===== src/rtl/assert_macros.svh =====
// Assertion helper macros for the resampler RTL.
// Included by files that carry concurrent assertions; no other dependencies.
`ifndef ASSERT_MACROS_SVH
`define ASSERT_MACROS_SVH

// Property must hold at every clock edge outside reset.
`define LIR_ASSERT_HOLDS(lbl, clk, rstn, prop, msg) \
  lbl: assert property (@(posedge clk) disable iff (!rstn) (prop)) else $error(msg);

// Condition must never be true at a clock edge outside reset.
`define LIR_ASSERT_NEVER(lbl, clk, rstn, cond, msg) \
  lbl: assert property (@(posedge clk) disable iff (!rstn) !(cond)) else $error(msg);

`endif


===== src/rtl/lir_pkg.sv =====
// Shared types and constants for the linear interpolation resampler.
// No dependencies.
`timescale 1ns / 1ps

package lir_pkg;

  localparam int FRAC_BITS = 16;
  localparam int PHASE_W   = FRAC_BITS + 1;
  localparam int SAMPLE_W  = 16;
  localparam int CFG_W     = 17;
  localparam int PROD_W    = 2 * (SAMPLE_W + 1);

  typedef logic signed [SAMPLE_W-1:0] sample_t;
  typedef logic        [PHASE_W-1:0]  phase_t;
  typedef logic        [CFG_W-1:0]    step_cfg_t;

  localparam phase_t    STEP_ONE   = phase_t'(1) << FRAC_BITS;
  localparam phase_t    STEP_MIN   = STEP_ONE >> 5;
  localparam step_cfg_t STEP_RESET = step_cfg_t'(30106);

endpackage


===== src/rtl/lir_interp_unit.sv =====
// Shared interpolation datapath: one registered signed multiply, then the
// weighted sum and the truncation toward zero. Depends on lir_pkg.
`timescale 1ns / 1ps

module lir_interp_unit (
  input  logic                      clk,
  input  logic                      load,
  input  lir_pkg::sample_t          a,
  input  lir_pkg::sample_t          b,
  input  logic [lir_pkg::FRAC_BITS-1:0] phase,
  output lir_pkg::sample_t          y
);
  import lir_pkg::*;

  logic signed [SAMPLE_W:0]   diff;
  logic signed [PROD_W-1:0]   prod_r;
  sample_t                    a_r;
  logic signed [PROD_W-1:0]   sum;
  logic signed [PROD_W-FRAC_BITS-1:0] quo;
  logic signed [PROD_W-FRAC_BITS-1:0] quo_adj;

  assign diff = (SAMPLE_W+1)'(b) - (SAMPLE_W+1)'(a);

  always_ff @(posedge clk) begin
    if (load) begin
      a_r    <= a;
      prod_r <= PROD_W'(diff * $signed({1'b0, phase}));
    end
  end

  // a*ONE + (b-a)*phase, divided by ONE toward zero
  assign sum = ($signed(PROD_W'(a_r)) <<< FRAC_BITS) + prod_r;
  assign quo = sum[PROD_W-1:FRAC_BITS];

  always_comb begin
    quo_adj = quo;
    if (sum[PROD_W-1] && (sum[FRAC_BITS-1:0] != '0)) begin
      quo_adj = quo + 1'b1;
    end
  end

  assign y = quo_adj[SAMPLE_W-1:0];

endmodule


===== src/rtl/linear_interp_resampler_core.sv =====
// Top level of the linear interpolation resampler: sequencer, phase
// accumulator, step register and output word register.
// Depends on lir_pkg, lir_interp_unit and assert_macros.svh.
`timescale 1ns / 1ps

// Upsamples signed 16-bit mono words by linear interpolation. Each accepted
// input word is taken in S_IDLE, then each of its output words passes
// through S_MUL (multiply) and S_EMIT (sum and advance the phase); S_EMIT
// waits while the output side stalls, and the multiplier in lir_interp_unit
// is shared by all output words. A first word that is not end-marked, after
// reset or after an end-marked word, only loads as the previous word and
// produces no output. in_stall is high while a word is being worked on. The
// step register is read at every phase advance and saturates to [1/32, 1]
// of a source period.
module linear_interp_resampler_core (
  input  logic                clk,
  input  logic                rst_n,
  input  logic                in_valid,
  output logic                in_stall,
  input  lir_pkg::sample_t    in_sample,
  input  logic                in_end_of_stream,
  output logic                out_valid,
  input  logic                out_stall,
  output lir_pkg::sample_t    out_sample,
  output logic                out_last_of_run,
  input  logic                cfg_wr_en,
  input  lir_pkg::step_cfg_t  cfg_wr_data
);
  import lir_pkg::*;

  `include "assert_macros.svh"

  localparam logic [1:0] S_IDLE = 2'd0;
  localparam logic [1:0] S_MUL  = 2'd1;
  localparam logic [1:0] S_EMIT = 2'd2;

  logic [1:0] state_r, state_nxt;
  step_cfg_t  step_r;
  phase_t     phase_r, phase_nxt;
  sample_t    prev_r, prev_nxt;
  sample_t    cur_r, cur_nxt;
  logic       have_prev_r, have_prev_nxt;
  logic       end_r, end_nxt;
  logic       flush_r, flush_nxt;
  logic       out_valid_r, out_valid_nxt;
  sample_t    out_sample_r, out_sample_nxt;
  logic       out_last_r, out_last_nxt;

  phase_t         eff_step;
  logic [PHASE_W:0] phase_adv;
  logic           in_take;
  logic           out_free;
  sample_t        mul_a;
  sample_t        interp_y;

  always_comb begin
    eff_step = phase_t'(step_r);
    if (step_r < CFG_W'(STEP_MIN)) begin
      eff_step = STEP_MIN;
    end else if (step_r > CFG_W'(STEP_ONE)) begin
      eff_step = STEP_ONE;
    end
  end

  assign in_stall  = (state_r != S_IDLE);
  assign in_take   = in_valid && !in_stall;
  assign out_free  = !out_valid_r || !out_stall;
  assign mul_a     = flush_r ? cur_r : prev_r;
  assign phase_adv = {1'b0, phase_r} + {1'b0, eff_step};

  lir_interp_unit u_interp (
    .clk   (clk),
    .load  (state_r == S_MUL),
    .a     (mul_a),
    .b     (cur_r),
    .phase (phase_r[FRAC_BITS-1:0]),
    .y     (interp_y)
  );

  always_comb begin
    state_nxt      = state_r;
    phase_nxt      = phase_r;
    prev_nxt       = prev_r;
    cur_nxt        = cur_r;
    have_prev_nxt  = have_prev_r;
    end_nxt        = end_r;
    flush_nxt      = flush_r;
    out_sample_nxt = out_sample_r;
    out_last_nxt   = out_last_r;
    out_valid_nxt  = out_valid_r && out_stall;

    case (state_r)
      S_IDLE: begin
        if (in_take) begin
          cur_nxt = in_sample;
          end_nxt = in_end_of_stream;
          if (have_prev_r) begin
            flush_nxt = 1'b0;
            state_nxt = S_MUL;
          end else if (in_end_of_stream) begin
            flush_nxt = 1'b1;
            state_nxt = S_MUL;
          end else begin
            prev_nxt      = in_sample;
            have_prev_nxt = 1'b1;
          end
        end
      end
      S_MUL: begin
        state_nxt = S_EMIT;
      end
      S_EMIT: begin
        if (out_free) begin
          out_valid_nxt  = 1'b1;
          out_sample_nxt = interp_y;
          out_last_nxt   = 1'b0;
          if (phase_adv >= (PHASE_W+1)'(STEP_ONE)) begin
            phase_nxt = PHASE_W'(phase_adv - (PHASE_W+1)'(STEP_ONE));
            if (end_r && !flush_r) begin
              // interval done, flush tail as copies of the last word
              flush_nxt = 1'b1;
              state_nxt = S_MUL;
            end else begin
              out_last_nxt = 1'b1;
              state_nxt    = S_IDLE;
              if (end_r) begin
                prev_nxt      = '0;
                phase_nxt     = '0;
                have_prev_nxt = 1'b0;
              end else begin
                prev_nxt      = cur_r;
                have_prev_nxt = 1'b1;
              end
            end
          end else begin
            phase_nxt = PHASE_W'(phase_adv);
            state_nxt = S_MUL;
          end
        end
      end
      default: begin
        state_nxt = S_IDLE;
      end
    endcase
  end

  always_ff @(posedge clk) begin
    if (!rst_n) begin
      state_r     <= S_IDLE;
      step_r      <= STEP_RESET;
      phase_r     <= '0;
      prev_r      <= '0;
      have_prev_r <= 1'b0;
      out_valid_r <= 1'b0;
      end_r       <= 1'b0;
      flush_r     <= 1'b0;
    end else begin
      state_r     <= state_nxt;
      phase_r     <= phase_nxt;
      prev_r      <= prev_nxt;
      have_prev_r <= have_prev_nxt;
      out_valid_r <= out_valid_nxt;
      end_r       <= end_nxt;
      flush_r     <= flush_nxt;
      if (cfg_wr_en) begin
        step_r <= cfg_wr_data;
      end
    end
  end

  always_ff @(posedge clk) begin
    cur_r        <= cur_nxt;
    out_sample_r <= out_sample_nxt;
    out_last_r   <= out_last_nxt;
  end

  assign out_valid       = out_valid_r;
  assign out_sample      = out_sample_r;
  assign out_last_of_run = out_last_r;

  `LIR_ASSERT_HOLDS(a_mul_to_emit, clk, rst_n,
    (state_r == S_MUL) |=> (state_r == S_EMIT), "multiply not followed by emit")
  `LIR_ASSERT_NEVER(a_phase_range, clk, rst_n,
    (state_r == S_MUL) && (phase_r >= STEP_ONE), "phase out of interval at multiply")
  `LIR_ASSERT_NEVER(a_idle_reset_phase, clk, rst_n,
    (state_r == S_IDLE) && !have_prev_r && (phase_r != '0),
    "phase nonzero without previous word")
  `LIR_ASSERT_HOLDS(a_start_work, clk, rst_n,
    (in_take && (have_prev_r || in_end_of_stream)) |=> (state_r == S_MUL),
    "input word did not start work")

endmodule

===== config.mk =====
export PLATFORM = sky130hd
export DESIGN_NAME = linear_interp_resampler_core
export DESIGN_NICKNAME = d
export VERILOG_FILES = /design/src/rtl/lir_pkg.sv /design/src/rtl/lir_interp_unit.sv /design/src/rtl/linear_interp_resampler_core.sv
export VERILOG_INCLUDE_DIRS = /design/src /design/src/rtl
export SDC_FILE = /design/constraint.sdc
export NUM_CORES = 1
export LEC_CHECK = 0
export BUFFER_PORTS_ARGS = -buffer_cell sky130_fd_sc_hd__buf_2
export CORE_UTILIZATION = 65
export DETAILED_ROUTE_END_ITERATION = 8
export PLACE_DENSITY = 0.87
export SYNTH_ARGS = -nofsm -noshare
export SYNTH_HDL_FRONTEND = slang
export SYNTH_SLANG_ARGS = --single-unit

===== constraint.sdc =====
create_clock -name clk -period 26 [get_ports clk]
set_input_delay 5.2 -clock clk [delete_from_list [all_inputs] [get_ports clk]]
set_output_delay 5.2 -clock clk [all_outputs]
set_load 0.005 [all_outputs]

==> flow_summary.toml, run 1 <==
[routing]
first_iter_violations = 1240
drt_pre_antenna_iters = 6
wire_per_inst_um = 18.9
ant_nets = 0
vias = 13800
via_per_inst = 5.92
drt_wl_total_um = 44000
drc = 0

[floorplanning]
io_pins = 58
die_area_sq_mm = 0.0287
die_x_um = 169
core_sq_mm = 0.0273
dieHeight_um = 169
start_util_pct = 66.9
rows = 60

[placed_design]
dp_hpwl_um = 32900
gp_congestion = 0.908
port-buffer-count = 57

[timing]
tns_ns = 0
whs_ns = 0.483
finalCritPeriodShare_pct = 39.2
finalHoldViolCount = 0
fmax_ghz = 0.0980
worst_pin_slew_ns = 1.21
rsz0062_at_grt = "no"
maxSlewViolCount = 0
slew_headroom_pct = 19.5
skew_ns = 0.0101
setup_viol = 0
period_needed_ns = 10.20

[synthesis]
synth_simple_gate_area_share_pct = 15.1
syn-num-nets = 2375
synth_area_per_cell_sq_um = 9.48
synthFlopType = "edfxtp_1"
synth_seq_cells = 139
synth-edff-count = 83
synth_warnings = 0
synthAdderAreaFrac_pct = 39.9
synth_xor_area_share_pct = 4.86
netlist_instances = 1921
synth_top_family_by_area = "adder cells"
synth.area.mux_share_pct = 1.88
yosysUniqueCellTypes = 70
synth_compound_area_share_pct = 9.55
seq_area_frac_synth_pct = 19.8
async_flop_share_pct = 0
synth_area_sq_mm = 0.0182

[setup_path]
crit_family = "adder cells"
worst_path_max_delay_cell = "dfxtp_1"
cp-start-kind = "flip-flop"
rr_worst_depth = 30
cp.depth = 30
cp.required_ns = 26.19
arrival_ns = 10.40
worstSetupPathType = "flip-flop to flip-flop"
cp_num_buf_inv = 4
cp_common_cell = "fa_1"
cp-end-kind = "flip-flop"
worstPathMaxFanout = 26
slowest_delay_ns = 0.99

[clock_network]
clk_path_buf_depth = 2
cts_root_buf = "clkbuf_16"
cts.reportedPaths.clkPinSlew_ns = 0.06
cts.sinks = 139
ctsHoldBuffers = 0
cts_buffers = 17
cts_resized = 0
post_cts_buffers = 0
h-tree-depth = 4
tritoncts = "yes"
insertion_delay_ns = 0.45

[global_route]
grt_first_pass_wirelength_um = 72400
antenna_found_initial = 2
grt_pass1_vias = 14500
grtUsageTotal_pct = 32.7
grt_max_degree = 45
grt.overflow.total = 0

[power_and_ir_drop]
ir_worst_vdd_mv = 0.0451
powerDensity_mw_per_mm2 = 44.1
p_leak_nw = 9.68

[run_status]
outcome = "complete, no violations"

[worst_hold_path]
min_path_type = "flip-flop to flip-flop"
holdPathStages = 2

[finish]
drive_gt1_share_pct = 6.60
diodes = 0
nets = 2397
area_growth_pct = 6.94

[job]
max_cap_viol_count = 0
==> path summary, 6_finish.rpt <==
check | slack [ns] | to | startpoint
worst max-delay path | 15.80 | u_interp.prod_r[32]$_DFFE_PN_ | flush_r$_SDFFE_PN0P_
worst min-delay path | 0.48 | step_r[12]$_SDFFE_PN1P_ | step_r[12]$_SDFFE_PN1P_
worst max register to register | 15.80 | u_interp.prod_r[32]$_DFFE_PN_ | flush_r$_SDFFE_PN0P_
worst min register to register | 0.48 | step_r[12]$_SDFFE_PN1P_ | step_r[12]$_SDFFE_PN1P_
==> through the flow <==
stage	utilization [%]	instance area [sq um]	cells	power (W)	worst slack, ns
2_1_floorplan	-	18200	1921	0.000502	17.06
3_3_place_gp	69.3	18900	2296	0.000587	16.34
3_5_place_dp	69.3	18900	2296	0.000602	15.89
4_1_cts	71.5	19500	2328	0.000850	15.86
5_1_grt	71.5	19500	2328	0.000900	15.07
6_report	71.5	19500	2328	0.000858	15.80
==> state kept, by name (all words and copies together), names as in the netlist, 2 cells and up <==
signal / count
u_interp.prod_r: 34
phase_r: 17
step_r: 17
cur_r: 16
out_sample: 16
prev_r: 16
u_interp.a_r: 16
state_r: 2
==> metal layers <==
layer / up-vias / track usage (%) / wire length, um
met3: 157 / 6.46 / 3940
met5: - / 0 / 13
met1: 6742 / 40.8 / 17200
met2: 738 / 55.1 / 21200
li1: 6148 / - / -
met4: 2 / 15.0 / 1680
==> layout by cell type (no fill, tap or decap), types with 5 or more instances in the layout <==
| cell | Yosys | routed |
|---|---|---|
| inv_1 | 366 | 366 |
| fa_1 | 277 | 277 |
| nand2_1 | 221 | 221 |
| ha_1 | 138 | 138 |
| and2_1 | 136 | 136 |
| edfxtp_1 | 83 | 83 |
| xnor2_1 | 69 | 60 |
| a21oi_1 | 58 | 58 |
| buf_2 | 1 | 57 |
| dfxtp_1 | 56 | 56 |
| nor2_1 | 49 | 49 |
| o21ai_0 | 48 | 48 |
| nor2b_1 | 37 | 36 |
| a21o_1 | 35 | 35 |
| mux2i_1 | 32 | 32 |
| xor2_1 | 32 | 30 |
| nand3_1 | 24 | 24 |
| or3_1 | 19 | 19 |
| o21a_1 | 17 | 17 |
| o211a_1 | 17 | 17 |
| clkbuf_16 | 0 | 17 |
| nor3_1 | 15 | 15 |
| a22o_1 | 15 | 15 |
| nor4_1 | 11 | 11 |
| buf_4 | 0 | 11 |
| xnor2_2 | 0 | 9 |
| nand2b_1 | 9 | 9 |
| a31oi_1 | 7 | 7 |
| a211oi_1 | 6 | 6 |
| or2_2 | 5 | 5 |
| and3_1 | 5 | 5 |
| inv_6 | 0 | 5 |
==> logic make-up after synthesis <==
group | after synthesis
multiplexers | 34
buffers and inverters | 431
flip-flops | 139
adder cells (fa/ha/maj) | 415
XOR/XNOR | 101
AND/OR/NAND/NOR | 549
AO/OA/AOI/OAI | 252
==> cells in the mapped netlist (19+ instances only) <==
master    instances  area (sq um)
a21o_1           35           263
a21oi_1          58           290
and2_1          136           851
clkbuf_1         61           229
dfxtp_1          56          1120
edfxtp_1         83          2490
fa_1            277          5550
ha_1            138          1730
inv_1           366          1370
mux2i_1          32           320
nand2_1         221           830
nand3_1          24           120
nor2_1           49           184
nor2b_1          37           231
o21ai_0          48           240
or3_1            19           119
xnor2_1          69           604
xor2_1           32           280
==> tightest hold or removal path, cell delays in order (launching register included) <==
cell	delay [ns]
dfxtp_1	0.33
mux2i_1	0.07
nand2_1	0.05
==> layout make-up <==
cell class / instances / area (sq um)
clock inverter: 14 / 158
fill: 1909 / 7770
tap: 372 / 465
sequential: 139 / 3610
multi-input combinational: 1351 / 13100
timing repair buffer: 68 / 368
clock buffer: 18 / 429
inverter: 366 / 1370
==> power breakdown <==
group,switching [W],internal [W],total (W)
registers,0.0000145,0.000255,0.000270
clock network,0.000106,0.000143,0.000249
logic,0.000219,0.000120,0.000340
total,0.000340,0.000519,0.000858
Power figures use the tool's default switching activity.
==> run 2: changes to the inputs <==
CORE_UTILIZATION = 59   (was 65)
PLACE_DENSITY = 0.83   (was 0.87)
clock period = 8.2 ns   (was 26 ns; I/O delays follow)
==> run 2 against run 1 <==
Net effect:
- routed wire length up 1.7%
- sequential cell count did not move
- worst setup slack got worse by 16 ns
- sequential power increased to 3.2 times the previous value
- critical path type unchanged
- largest power group unchanged
==> flow_summary.toml, run 2 (synthesis gave the netlist of run 1 again) <==
[clock_network]
cts_buffers = 17
cts.sinks = 139
insertion_delay_ns = 0.45
tritoncts = "yes"
h-tree-depth = 4
cts.reportedPaths.clkPinSlew_ns = 0.06
clk_path_buf_depth = 2
cts_root_buf = "clkbuf_16"

[power_and_ir_drop]
ir_worst_vdd_mv = 0.165
powerDensity_mw_per_mm2 = 139
p_leak_nw = 10.1

[global_route]
grtUsageMet2_pct = 49.3
busiest_layer = "met2"
grt.overflow.total = 0
grtUsageTotal_pct = 29.7
grt_pass1_vias = 14800
use_met1_pct = 37.6
antenna_found_initial = 1
grt_max_degree = 52
use_met3_pct = 6.94
grt_first_pass_wirelength_um = 72500

[routing]
vias = 14000
via_per_inst = 5.76
drt_pre_antenna_iters = 8
first_iter_violations = 1108
ant_nets = 0
drc = 0
drt_wl_total_um = 44700
wire_per_inst_um = 18.4

[setup_path]
crit_end = "u_interp.prod_r[31]$_DFFE_PN_"
cp-end-kind = "flip-flop"
timing.rr.end = "u_interp.prod_r[31]$_DFFE_PN_"
worstPathMaxFanout = 4
rr_worst_depth = 32
cp_common_cell = "fa_1"
arrival_ns = 8.29
slowest_delay_ns = 0.61
crit_path_start = "cur_r[0]$_DFFE_PP_"
r2r-start = "cur_r[0]$_DFFE_PP_"
r2r_setup_slack_ns = 0.1
cp.required_ns = 8.39
cp-start-kind = "flip-flop"
worstSetupPathType = "flip-flop to flip-flop"
worst_path_max_delay_cell = "fa_1"

[placed_design]
place_ws_ns = -0.222
gp_congestion = 0.921
dp_hpwl_um = 33500
port-buffer-count = 57
placedInstanceArea_sq_mm = 0.0194

[timing]
maxSlewViolCount = 0
period_needed_ns = 8.10
setup_viol = 0
finalCritPeriodShare_pct = 98.8
rsz0062_at_grt = "yes"
whs_ns = 0.504
worst_pin_slew_ns = 1.18
finalHoldViolCount = 0
slew_headroom_pct = 21.4
fin_ws_ns = 0.0996
fmax_ghz = 0.123
skew_ns = 0.0157

[floorplanning]
dieHeight_um = 178
start_util_pct = 60.7
core_sq_mm = 0.0300
die_area_sq_mm = 0.0316
io_pins = 58
rows = 63
die_x_um = 178

[finish]
largest_reg_flops = 34
final_common_cell = "inv_1"
drive_gt1_share_pct = 12.8
fin_area_sq_mm = 0.0204
nets = 2487
area_growth_pct = 12.1
final_cell_mix = "inv_1, fa_1, nand2_1"
diodes = 0
postLayoutCoreUtil_pct = 68.0
top_register = "u_interp.prod_r"
top_regs = "u_interp.prod_r (34), phase_r (17), step_r (17)"

[job]
max_cap_viol_count = 0

[worst_hold_path]
min_path_type = "flip-flop to flip-flop"

[run_status]
outcome = "complete, no violations"
[run 2: cell count changes in the layout (fill, tap and decap cells not counted), sizes merged]
cell and change:
buf +90, bufinv -2, clkbuf +2, clkinv +1
inv -1
[run 2: how the worst min path moves through the flow]
stage	start	to	slack, ns	cells past startpoint
2_1_floorplan	step_r[13]$_SDFFE_PN1P_	step_r[13]$_SDFFE_PN1P_	0.45	2
4_1_cts	phase_r[16]$_SDFFE_PN0P_	phase_r[16]$_SDFFE_PN0P_	0.51	2
6_report	phase_r[16]$_SDFFE_PN0P_	phase_r[16]$_SDFFE_PN0P_	0.50	2
3_5_place_dp	step_r[7]$_SDFFE_PN1P_	step_r[7]$_SDFFE_PN1P_	0.49	2
3_3_place_gp	phase_r[16]$_SDFFE_PN0P_	phase_r[16]$_SDFFE_PN0P_	0.47	2
5_1_grt	step_r[4]$_SDFFE_PN1P_	step_r[4]$_SDFFE_PN1P_	0.54	2
[run 2: where the power goes]
part           leakage, nW  internal, W  switching [W]
sequential            1.24     0.000810      0.0000444
combinational         8.59     0.000521       0.000747
clock                0.253     0.000390       0.000333
[run 2: layout make-up]
type                    count  area (sq um)
flip-flops and latches    139          3610
inverters                 366          1370
clock inverters            12          91.3
well taps                 390           488
multi-input cells        1351         13300
repair buffers            158          1080
clock buffers              20           437
fillers                  2105          9600
[run 2: routing by layer]
layer / vias up / wire, um
li1: 6336 / -
met1: 6897 / 18000
met2: 654 / 21400
met3: 136 / 3900
met4: 4 / 1340
met5: - / 113
[run 2: worst max-delay path: cells and delay by family (launching register included)]
family	cells	cell delay, ns
AO/OA/AOI/OAI	10	1.76
XOR/XNOR	1	0.07
adder cells (fa/ha/maj)	9	3.84
buffers and inverters	6	0.68
flip-flops	1	0.41
AND/OR/NAND/NOR	6	1.09
[run 2: per-stage QoR]
stage	total power [W]	setup TNS, ns	std cells
after floorplan	0.00160	0	1921
after global placement	0.00195	0	2390
after detailed placement	0.00200	-0.497	2390
after CTS	0.00274	0	2423
after global routing	0.00300	-0.755	2436
final	0.00285	0	2436
[run 2: repair_timing]
item                       4_1_cts  5_1_grt
hold buffers                     0        0
setup endpoints to repair       10       15
pin swaps                        3       42
setup buffers                    1       12
gates cloned                     0        2
gates resized for setup         14       67
